File: config.mk
export PLATFORM = sky130hd
export DESIGN_NAME = three_channel_root_counter_core
export DESIGN_NICKNAME = d
export VERILOG_FILES = /design/src/rtl/core/tcrc_pkg.sv /design/src/rtl/core/tcrc_datapath.sv /design/src/rtl/core/tcrc_ctrl.sv /design/src/rtl/core/three_channel_root_counter_core.sv
export SDC_FILE = /design/constraint.sdc
export NUM_CORES = 1
export LEC_CHECK = 0
export ABC_AREA = 1
export BUFFER_PORTS_ARGS = -buffer_cell sky130_fd_sc_hd__buf_2
export CAP_MARGIN = 25
export CORE_MARGIN = 1
export CORE_UTILIZATION = 30
export CTS_CLUSTER_DIAMETER = 100
export DETAILED_ROUTE_END_ITERATION = 6
export PLACE_DENSITY_LB_ADDON = 0.08
export SYNTH_ARGS = -nofsm -noshare
export SYNTH_HDL_FRONTEND = slang
export SYNTH_HIERARCHICAL = 1
export SYNTH_SLANG_ARGS = --single-unit
File: constraint.sdc
create_clock -name clk -period 5.43 [get_ports clk]
set_input_delay 0.2715 -clock clk [delete_from_list [all_inputs] [get_ports clk]]
set_output_delay 0.2715 -clock clk [all_outputs]
set_load 0.05 [all_outputs]
File: src/rtl/core/tcrc_pkg.sv
// Package: shared types and constants for the three-channel root counter.
package tcrc_pkg;

	typedef struct packed {
		logic [1:0]  cmd;
		logic [5:0]  offset;
		logic [15:0] wdata;
	} in_item_t;

	typedef struct packed {
		logic [15:0] rdata;
		logic [2:0]  irq_raised;
		logic        bad_access;
	} out_item_t;

	localparam logic [1:0] CMD_TICK  = 2'd0;
	localparam logic [1:0] CMD_READ  = 2'd1;
	localparam logic [1:0] CMD_WRITE = 2'd2;

	localparam logic [1:0] SEL_COUNT  = 2'd0;
	localparam logic [1:0] SEL_MODE   = 2'd1;
	localparam logic [1:0] SEL_TARGET = 2'd2;

	localparam logic [1:0] REG_BATCH = 2'd0;
	localparam logic [1:0] REG_DOT   = 2'd1;
	localparam logic [1:0] REG_SYS8  = 2'd2;
	localparam logic [1:0] REG_HBL   = 2'd3;

	localparam int MODE_IRQ_TGT  = 4;
	localparam int MODE_IRQ_FFFF = 5;
	localparam int MODE_TOGGLE   = 7;
	localparam int MODE_REQ      = 10;
	localparam int MODE_HIT_TGT  = 11;
	localparam int MODE_HIT_FFFF = 12;

	localparam logic [15:0] MODE_RESET = 16'h0400;
	localparam logic [15:0] CNT_MAX    = 16'hffff;

	// Commands from controller to datapath
	typedef struct packed {
		logic       load;      // capture request, start divisions
		logic       div_step;  // one restoring division step on all sources
		logic       chan_step; // update the channel selected by chan
		logic [1:0] chan;
		logic       bus_op;    // perform bus read or write
	} dp_cmd_t;

	typedef struct packed {
		logic [1:0] cmd;
	} dp_sts_t;

endpackage

File: src/rtl/core/tcrc_datapath.sv
// Datapath: registers, serial dividers, channel update and bus access.
module tcrc_datapath #(
	parameter int NUM_CHANNELS = 3
) (
	input  logic                 clk,
	input  logic                 arst_n,
	input  logic                 cfg_we,
	input  logic [1:0]           cfg_index,
	input  logic [15:0]          cfg_wdata,
	input  tcrc_pkg::in_item_t   req,
	input  tcrc_pkg::dp_cmd_t    dcmd,
	output tcrc_pkg::dp_sts_t    sts,
	output tcrc_pkg::out_item_t  result
);

	logic [15:0] batch_q, dot_q, sys8_q, hbl_q;
	logic [15:0] cnt_q [3];
	logic [15:0] mode_q [3];
	logic [15:0] tgt_q [3];
	logic [15:0] rem_q [3];   // remainder is always below a 16-bit divisor
	logic [16:0] quo_q [3];   // quotient shift register / dividend
	logic [16:0] part_q [3];  // partial remainder
	logic [15:0] div_q [3];
	tcrc_pkg::in_item_t req_q;
	logic [15:0] rdata_q;
	logic [2:0]  irq_q;
	logic        bad_q;

	assign sts.cmd = req_q.cmd;
	assign result.rdata = rdata_q;
	assign result.irq_raised = irq_q;
	assign result.bad_access = bad_q;

	// decode of the captured bus address
	logic [1:0] chan_a, sel_a;
	logic       ok_a;
	assign chan_a = req_q.offset[5:4];
	assign sel_a  = req_q.offset[3:2];
	assign ok_a   = (req_q.offset[1:0] == 2'b00) && (sel_a != 2'd3)
		&& ({30'd0, chan_a} < NUM_CHANNELS);

	// divisors for the three sources, zero reads as one
	logic [15:0] dv [3];
	assign dv[0] = (dot_q == 16'd0) ? 16'd1 : dot_q;
	assign dv[1] = (sys8_q == 16'd0) ? 16'd1 : sys8_q;
	assign dv[2] = (hbl_q == 16'd0) ? 16'd1 : hbl_q;

	// channel update for the selected channel
	// sum needs 18 bits: a 16-bit count plus a 17-bit quotient
	logic [1:0]  c;
	logic [15:0] m, cnt_old, tgt;
	logic [16:0] delta;
	logic [17:0] after;
	logic        hit_t, hit_f, raise;
	logic [15:0] m_new;
	always_comb begin
		c = dcmd.chan;
		m = mode_q[c];
		cnt_old = cnt_q[c];
		tgt = tgt_q[c];
		delta = {1'b0, batch_q};
		if (c == 2'd0 && m[8]) delta = quo_q[0];
		else if (c == 2'd1 && m[8]) delta = quo_q[2];
		else if (c == 2'd2 && m[9]) delta = quo_q[1];
		after = {2'b00, cnt_old} + {1'b0, delta};
		hit_t = (cnt_old < tgt) && (after >= {2'b00, tgt});
		hit_f = (cnt_old < tcrc_pkg::CNT_MAX) && (after >= {2'b00, tcrc_pkg::CNT_MAX});
		m_new = m;
		if (hit_t) m_new[tcrc_pkg::MODE_HIT_TGT] = 1'b1;
		if (hit_f) m_new[tcrc_pkg::MODE_HIT_FFFF] = 1'b1;
		raise = (m_new[tcrc_pkg::MODE_IRQ_FFFF] && hit_f)
			|| (m_new[tcrc_pkg::MODE_IRQ_TGT] && hit_t);
		if (raise) m_new[tcrc_pkg::MODE_REQ] = 1'b0;
		else if (!m_new[tcrc_pkg::MODE_TOGGLE]) m_new[tcrc_pkg::MODE_REQ] = 1'b1;
	end

	// configuration registers
	always_ff @(posedge clk or negedge arst_n) begin
		if (!arst_n) begin
			batch_q <= 16'd64;
			dot_q   <= 16'd5;
			sys8_q  <= 16'd8;
			hbl_q   <= 16'd3413;
		end else if (cfg_we) begin
			case (cfg_index)
				tcrc_pkg::REG_BATCH: batch_q <= cfg_wdata;
				tcrc_pkg::REG_DOT:   dot_q   <= cfg_wdata;
				tcrc_pkg::REG_SYS8:  sys8_q  <= cfg_wdata;
				tcrc_pkg::REG_HBL:   hbl_q   <= cfg_wdata;
				default: ;
			endcase
		end
	end

	// state registers and serial dividers
	always_ff @(posedge clk or negedge arst_n) begin
		if (!arst_n) begin
			for (int k = 0; k < 3; k++) begin
				cnt_q[k]  <= '0;
				mode_q[k] <= tcrc_pkg::MODE_RESET;
				tgt_q[k]  <= '0;
				rem_q[k]  <= '0;
				quo_q[k]  <= '0;
				part_q[k] <= '0;
				div_q[k]  <= 16'd1;
			end
			irq_q   <= '0;
			rdata_q <= '0;
			bad_q   <= 1'b0;
		end else begin
			if (dcmd.load) begin
				irq_q   <= '0;
				rdata_q <= '0;
				bad_q   <= 1'b0;
				for (int k = 0; k < 3; k++) begin
					quo_q[k]  <= {1'b0, rem_q[k]} + {1'b0, batch_q};
					part_q[k] <= '0;
					div_q[k]  <= dv[k];
				end
			end
			// restoring division, one quotient bit per step
			if (dcmd.div_step) begin
				for (int k = 0; k < 3; k++) begin
					logic [17:0] t;
					t = {part_q[k], quo_q[k][16]} - {2'b00, div_q[k]};
					if (!t[17]) begin
						part_q[k] <= t[16:0];
						quo_q[k]  <= {quo_q[k][15:0], 1'b1};
						rem_q[k]  <= t[15:0];
					end else begin
						part_q[k] <= {part_q[k][15:0], quo_q[k][16]};
						quo_q[k]  <= {quo_q[k][15:0], 1'b0};
						rem_q[k]  <= {part_q[k][14:0], quo_q[k][16]};
					end
				end
			end
			if (dcmd.chan_step) begin
				cnt_q[c]  <= after[15:0];
				mode_q[c] <= m_new;
				irq_q[c]  <= raise;
			end
			if (dcmd.bus_op) begin
				if (!ok_a) begin
					bad_q <= 1'b1;
				end else if (req_q.cmd == tcrc_pkg::CMD_READ) begin
					case (sel_a)
						tcrc_pkg::SEL_COUNT: rdata_q <= cnt_q[chan_a];
						tcrc_pkg::SEL_MODE: begin
							rdata_q <= mode_q[chan_a];
							mode_q[chan_a][tcrc_pkg::MODE_HIT_TGT]  <= 1'b0;
							mode_q[chan_a][tcrc_pkg::MODE_HIT_FFFF] <= 1'b0;
						end
						default: rdata_q <= tgt_q[chan_a];
					endcase
				end else begin
					case (sel_a)
						tcrc_pkg::SEL_COUNT: cnt_q[chan_a] <= req_q.wdata;
						tcrc_pkg::SEL_MODE: begin
							mode_q[chan_a] <= req_q.wdata | tcrc_pkg::MODE_RESET;
							cnt_q[chan_a]  <= '0;
						end
						default: tgt_q[chan_a] <= req_q.wdata;
					endcase
				end
			end
		end
	end

	// captured request
	always_ff @(posedge clk) begin
		if (dcmd.load) req_q <= req;
	end

endmodule

File: src/rtl/core/tcrc_ctrl.sv
// Controller: sequences divisions, channel updates, bus access and handshake.
module tcrc_ctrl #(
	parameter int NUM_CHANNELS = 3
) (
	input  logic              clk,
	input  logic              arst_n,
	input  logic              in_valid,
	output logic              in_ready,
	output logic              out_valid,
	input  logic              out_ready,
	input  tcrc_pkg::dp_sts_t sts,
	output tcrc_pkg::dp_cmd_t dcmd
);

	typedef enum logic [2:0] {ST_IDLE, ST_DECODE, ST_DIV, ST_CHAN, ST_BUS, ST_DONE} state_t;
	state_t state_q;
	logic [4:0] step_q;
	logic [1:0] chan_q;

	// a new request waits until the previous result has been taken
	assign in_ready = (state_q == ST_IDLE) && !out_valid;

	always_comb begin
		dcmd = '0;
		dcmd.load = in_valid && in_ready;
		dcmd.div_step = (state_q == ST_DIV);
		dcmd.chan_step = (state_q == ST_CHAN);
		dcmd.chan = chan_q;
		dcmd.bus_op = (state_q == ST_BUS);
	end

	always_ff @(posedge clk or negedge arst_n) begin
		if (!arst_n) begin
			state_q <= ST_IDLE;
			step_q <= '0;
			chan_q <= '0;
			out_valid <= 1'b0;
		end else begin
			if (out_valid && out_ready) out_valid <= 1'b0;
			case (state_q)
				ST_IDLE: begin
					if (in_valid && in_ready) begin
						state_q <= ST_DECODE;
					end
				end
				ST_DECODE: begin
					step_q <= '0;
					chan_q <= '0;
					if (sts.cmd == tcrc_pkg::CMD_TICK) state_q <= ST_DIV;
					else if (sts.cmd == tcrc_pkg::CMD_READ || sts.cmd == tcrc_pkg::CMD_WRITE)
						state_q <= ST_BUS;
					else state_q <= ST_DONE;
				end
				ST_DIV: begin
					step_q <= step_q + 5'd1;
					if (step_q == 5'd16) state_q <= ST_CHAN;
				end
				ST_CHAN: begin
					chan_q <= chan_q + 2'd1;
					if ({30'd0, chan_q} == NUM_CHANNELS - 1) state_q <= ST_DONE;
				end
				ST_BUS: state_q <= ST_DONE;
				ST_DONE: begin
					out_valid <= 1'b1;
					state_q <= ST_IDLE;
				end
				default: state_q <= ST_IDLE;
			endcase
		end
	end

endmodule

File: src/rtl/core/three_channel_root_counter_core.sv
// Top level of the three-channel root counter.
// One request is handled at a time. A tick request passes, after acceptance,
// through a decode state, 17 steps of three parallel restoring dividers (one
// quotient bit each per cycle, dividend up to 17 bits), a counter update per
// channel in turn, and a done state that loads the result. A bus read or write
// passes through decode, bus and done states, an unused command through decode
// and done. The result stays in an output register until taken; the next
// request is accepted in the cycle after that result has left.
module three_channel_root_counter_core #(
	parameter int NUM_CHANNELS = 3
) (
	input  logic                clk,
	input  logic                arst_n,
	input  logic                cfg_we,
	input  logic [1:0]          cfg_index,
	input  logic [15:0]         cfg_wdata,
	input  logic                in_valid,
	output logic                in_ready,
	input  tcrc_pkg::in_item_t  in_data,
	output logic                out_valid,
	input  logic                out_ready,
	output tcrc_pkg::out_item_t out_data
);

	tcrc_pkg::dp_cmd_t dcmd;
	tcrc_pkg::dp_sts_t sts;

	tcrc_ctrl #(.NUM_CHANNELS(NUM_CHANNELS)) u_ctrl (
		.clk(clk), .arst_n(arst_n), .in_valid(in_valid), .in_ready(in_ready),
		.out_valid(out_valid), .out_ready(out_ready), .sts(sts), .dcmd(dcmd)
	);

	tcrc_datapath #(.NUM_CHANNELS(NUM_CHANNELS)) u_dp (
		.clk(clk), .arst_n(arst_n), .cfg_we(cfg_we), .cfg_index(cfg_index),
		.cfg_wdata(cfg_wdata), .req(in_data), .dcmd(dcmd), .sts(sts),
		.result(out_data)
	);

endmodule

==> flow_summary.ini <==
[place]
placed_area_um2 = 28300
place.port_buffers = 68
hpwl_mm = 74.3
gp_congestion = 0.926
dpl_worst_slack_ns = 0.569

[yosys]
yosys_warnings = 6
synth_area_leader_cell = dfrtp_1
synth_area_um2 = 26500
ys_seq_area_share_pct = 44.1
yosysUniqueCellTypes = 57
ys.flop_type = dfrtp_1
async_flop_share_pct = 94.8
synth-edff-count = 24
yosys_register_bits = 461
syn_nets = 3502
synth.area.top_cells = dfrtp_1 40%, nand2_1 12%, ha_1 6.9%
postSynthAreaPerCell_um2 = 8.02
synth_top_area_share_pct = 39.7
syn_inst = 3302

[global_routing]
grt_pass1_wl_mm = 152
grt_pass1_vias = 23500
grt_start_max_net_pins = 108
grt_use_total_pct = 22.4
antenna_found_initial = 0
grt-ovfl-total = 0

[clocking]
cts.repair.resized = 0
clk_pin_slew_worst_paths_ns = 0.06
cts_tree = yes
cts_max_path_buffers = 3
htreeDepth = 2
cts-root-buf = clkbuf_16
cts_sinks = 461
numCtsBuffers = 56
clock_latency_ns = 0.67

[pwr]
power_density_nw_per_um2 = 621
power_switching_mw = 8.84
power.leakage_nw = 14.3
pwr-share-seq_pct = 28.5
p_int_mw = 10.1
total_power_mw = 18.9
swShare_pct = 46.7
combPwrFrac_pct = 50.7
ir_drop_v = 0.000262
p_clk_share_pct = 20.8

[setup_path]
r2r-start = u_ctrl/chan_q[1]
worstSetupPathType = flip-flop to flip-flop
arrival_ns = 5.38
cp_max_fo = 19
cp_data_required_time_ns = 5.96
start_kind = flip-flop
end_kind = flip-flop
crit_path_start = u_ctrl/chan_q[1]

[sta]
fmax_ghz = 0.206
fin_crit_ns = 4.85
slew_violations = 0
hold_violations = 0
setup_viol = 0
tns_ns = 0
rsz0062_at_grt = false
fin_crit_sh_pct = 89.3
worst_slack_ns = 0.583
relSlewSlack_pct = 29.5
finClkSkew_ns = 0.0838
worst_pin_slew_ns = 1.06

[route]
drc = 1
wl_per_cell_um = 22.1
first_pass_iters = 7
postRouteWirelength_mm = 101
drtIter0Drc = 1780
detail_route.vias_per_cell = 5.17
num_vias = 23700
ant_nets = 0

[outcome]
outcome = complete, but fails checks
failed_checks = design-rule violations

[layout]
stdcell_area_um2 = 30500
syn2layout_area_growth_pct = 15.1
utilization_pct = 35.0
diodes = 0
drive_gt1_share_pct = 8.92
nets = 3583

[die]
core-area_um2 = 87200
io_pins = 69
start_util_pct = 30.4
dieArea_um2 = 89500
die_h_um = 299
rows = 108
die_w_um = 299

[job]
max-cap-violations = 0

[min_path]
min_from = cfg_wdata[10]
hp-class = input pin to flip-flop
## power groups by stage
stage | Combinational, mW | Sequential (mW) | Clock [mW]
floorplan | 6.83 | 5.16 | 0
global placement | 9.46 | 5.44 | 0
detailed placement | 9.53 | 5.44 | 0
finish | 9.59 | 5.39 | 3.94
global route | 10.8 | 5.50 | 4.17
CTS | 9.59 | 5.39 | 4.05
## worst max-delay path, stage by stage, from the launching register on
cell and delay, ns:
dfrtp_1 0.46, inv_2 0.15, nand2_1 0.26, inv_2 0.10
nand2_1 0.08, buf_4 0.19, clkinv_1 0.35, o21ai_0 0.40
ha_1 0.36, a21oi_1 0.24, o21ai_0 0.15, nand3b_1 0.21
nand2_1 0.10, nand2_2 0.09, xor2_4 0.18, ha_1 0.29
nand2_1 0.07, nor4_1 0.28, nand3_1 0.12, nand2_1 0.08
nor2_1 0.04, nand3_1 0.18, nand4_4 0.15, nand2_2 0.14
nand2_1 0.06, nand2_1 0.07
## kinds of logic after synthesis
kind of cell / Yosys count / share of synthesized area [%]
xor+xnor: 64 / 2.21
mux: 1 / 0.0378
compound gates: 903 / 19.8
fa+ha+maj: 153 / 7.42
flops: 461 / 44.1
simple gates: 1240 / 19.4
buf+inv: 480 / 7.09
## cells in the mapped netlist (8+ instances only)
cell type  instances
inv_1            323
ha_1             146
a22oi_1           62
nand4_1           22
buf_1              9
xnor2_1           29
nand2_2           20
buf_2             19
nand3_1          105
nor3_1            19
nor2_2             9
edfxtp_1          24
dfrtp_1          420
nand2_1          849
xor2_1            33
o22ai_1           71
dfstp_2           17
nor2_4             9
a21oi_1          194
a41oi_1           11
o211ai_1          67
inv_2             20
o21ai_1           61
buf_4              8
nor2_1           174
o21a_1             9
nor4_1            13
clkbuf_1          92
a221oi_1          11
o221ai_1          27
o21ai_0          348
## worst paths after layout
check	endpoint	slack, ns	depth (start not counted)
max	u_dp/irq_q[0]	0.58	25
max reg2reg	u_dp/irq_q[0]	0.58	25
max in group asynchronous	u_dp/part_q[22]	3.86	4
min reg2reg	u_dp/rem_q[21]	0.49	2
min in group asynchronous	u_dp/rem_q[21]	0.29	2
min	u_dp/batch_q[10]	0.05	3
## final cells by class
cell class | count | area (µm²)
Clock buffer | 88 | 1640
Timing Repair Buffer | 154 | 1170
Clock inverter | 18 | 280
Inverter | 349 | 1310
Multi-Input combinational cell | 2361 | 13000
Fill cell | 9148 | 56700
Tap cell | 1155 | 1450
Sequential cell | 461 | 11700
## state kept, by name (all words and copies together) (netlist names), 5 cells and up
signal         cells
u_dp/sys8_q       16
u_dp/div_q        48
u_dp/dot_q        16
u_dp/cnt_q        48
u_dp/tgt_q        48
u_dp/rem_q        48
u_ctrl/step_q      5
u_dp/batch_q      16
u_dp/part_q       51
u_dp/hbl_q        16
u_dp/rdata_q      16
u_dp/mode_q       48
u_dp/quo_q        51
u_dp/req_q        20
## cells in the final DEF (no fill, tap or decap), types with 71 or more instances in the layout
master,n
inv_1,322
a21oi_1,194
ha_1,146
nor2_1,172
nand2_1,849
dfrtp_1,420
o22ai_1,71
nand3_1,105
o21ai_0,348
## metal layers
metal	share of wire (%)	up-vias	routed length [µm]	global-route usage, %
met3	3.7	185	3790	2.57
li1	-	11400	-	-
met4	3.7	0	3750	7.84
met5	0	-	0	0
met2	49	576	49500	38.9
met1	44	11600	44300	28.6
## metrics by stage
stage,hold slack [ns],instances
after floorplan,-0.0241,3302
after global placement,0.351,4447
after detailed placement,0.352,4451
after CTS,0.0253,4584
after global routing,0.0385,4586
final,0.0511,4586
## timing repair
item / 4_1_cts / 5_1_grt
buffers inserted: 0 / 0
hold buffers: 27 / 0
hold endpoints to repair: 100 / 0
No activity file was read; power rests on OpenSTA's default activity.
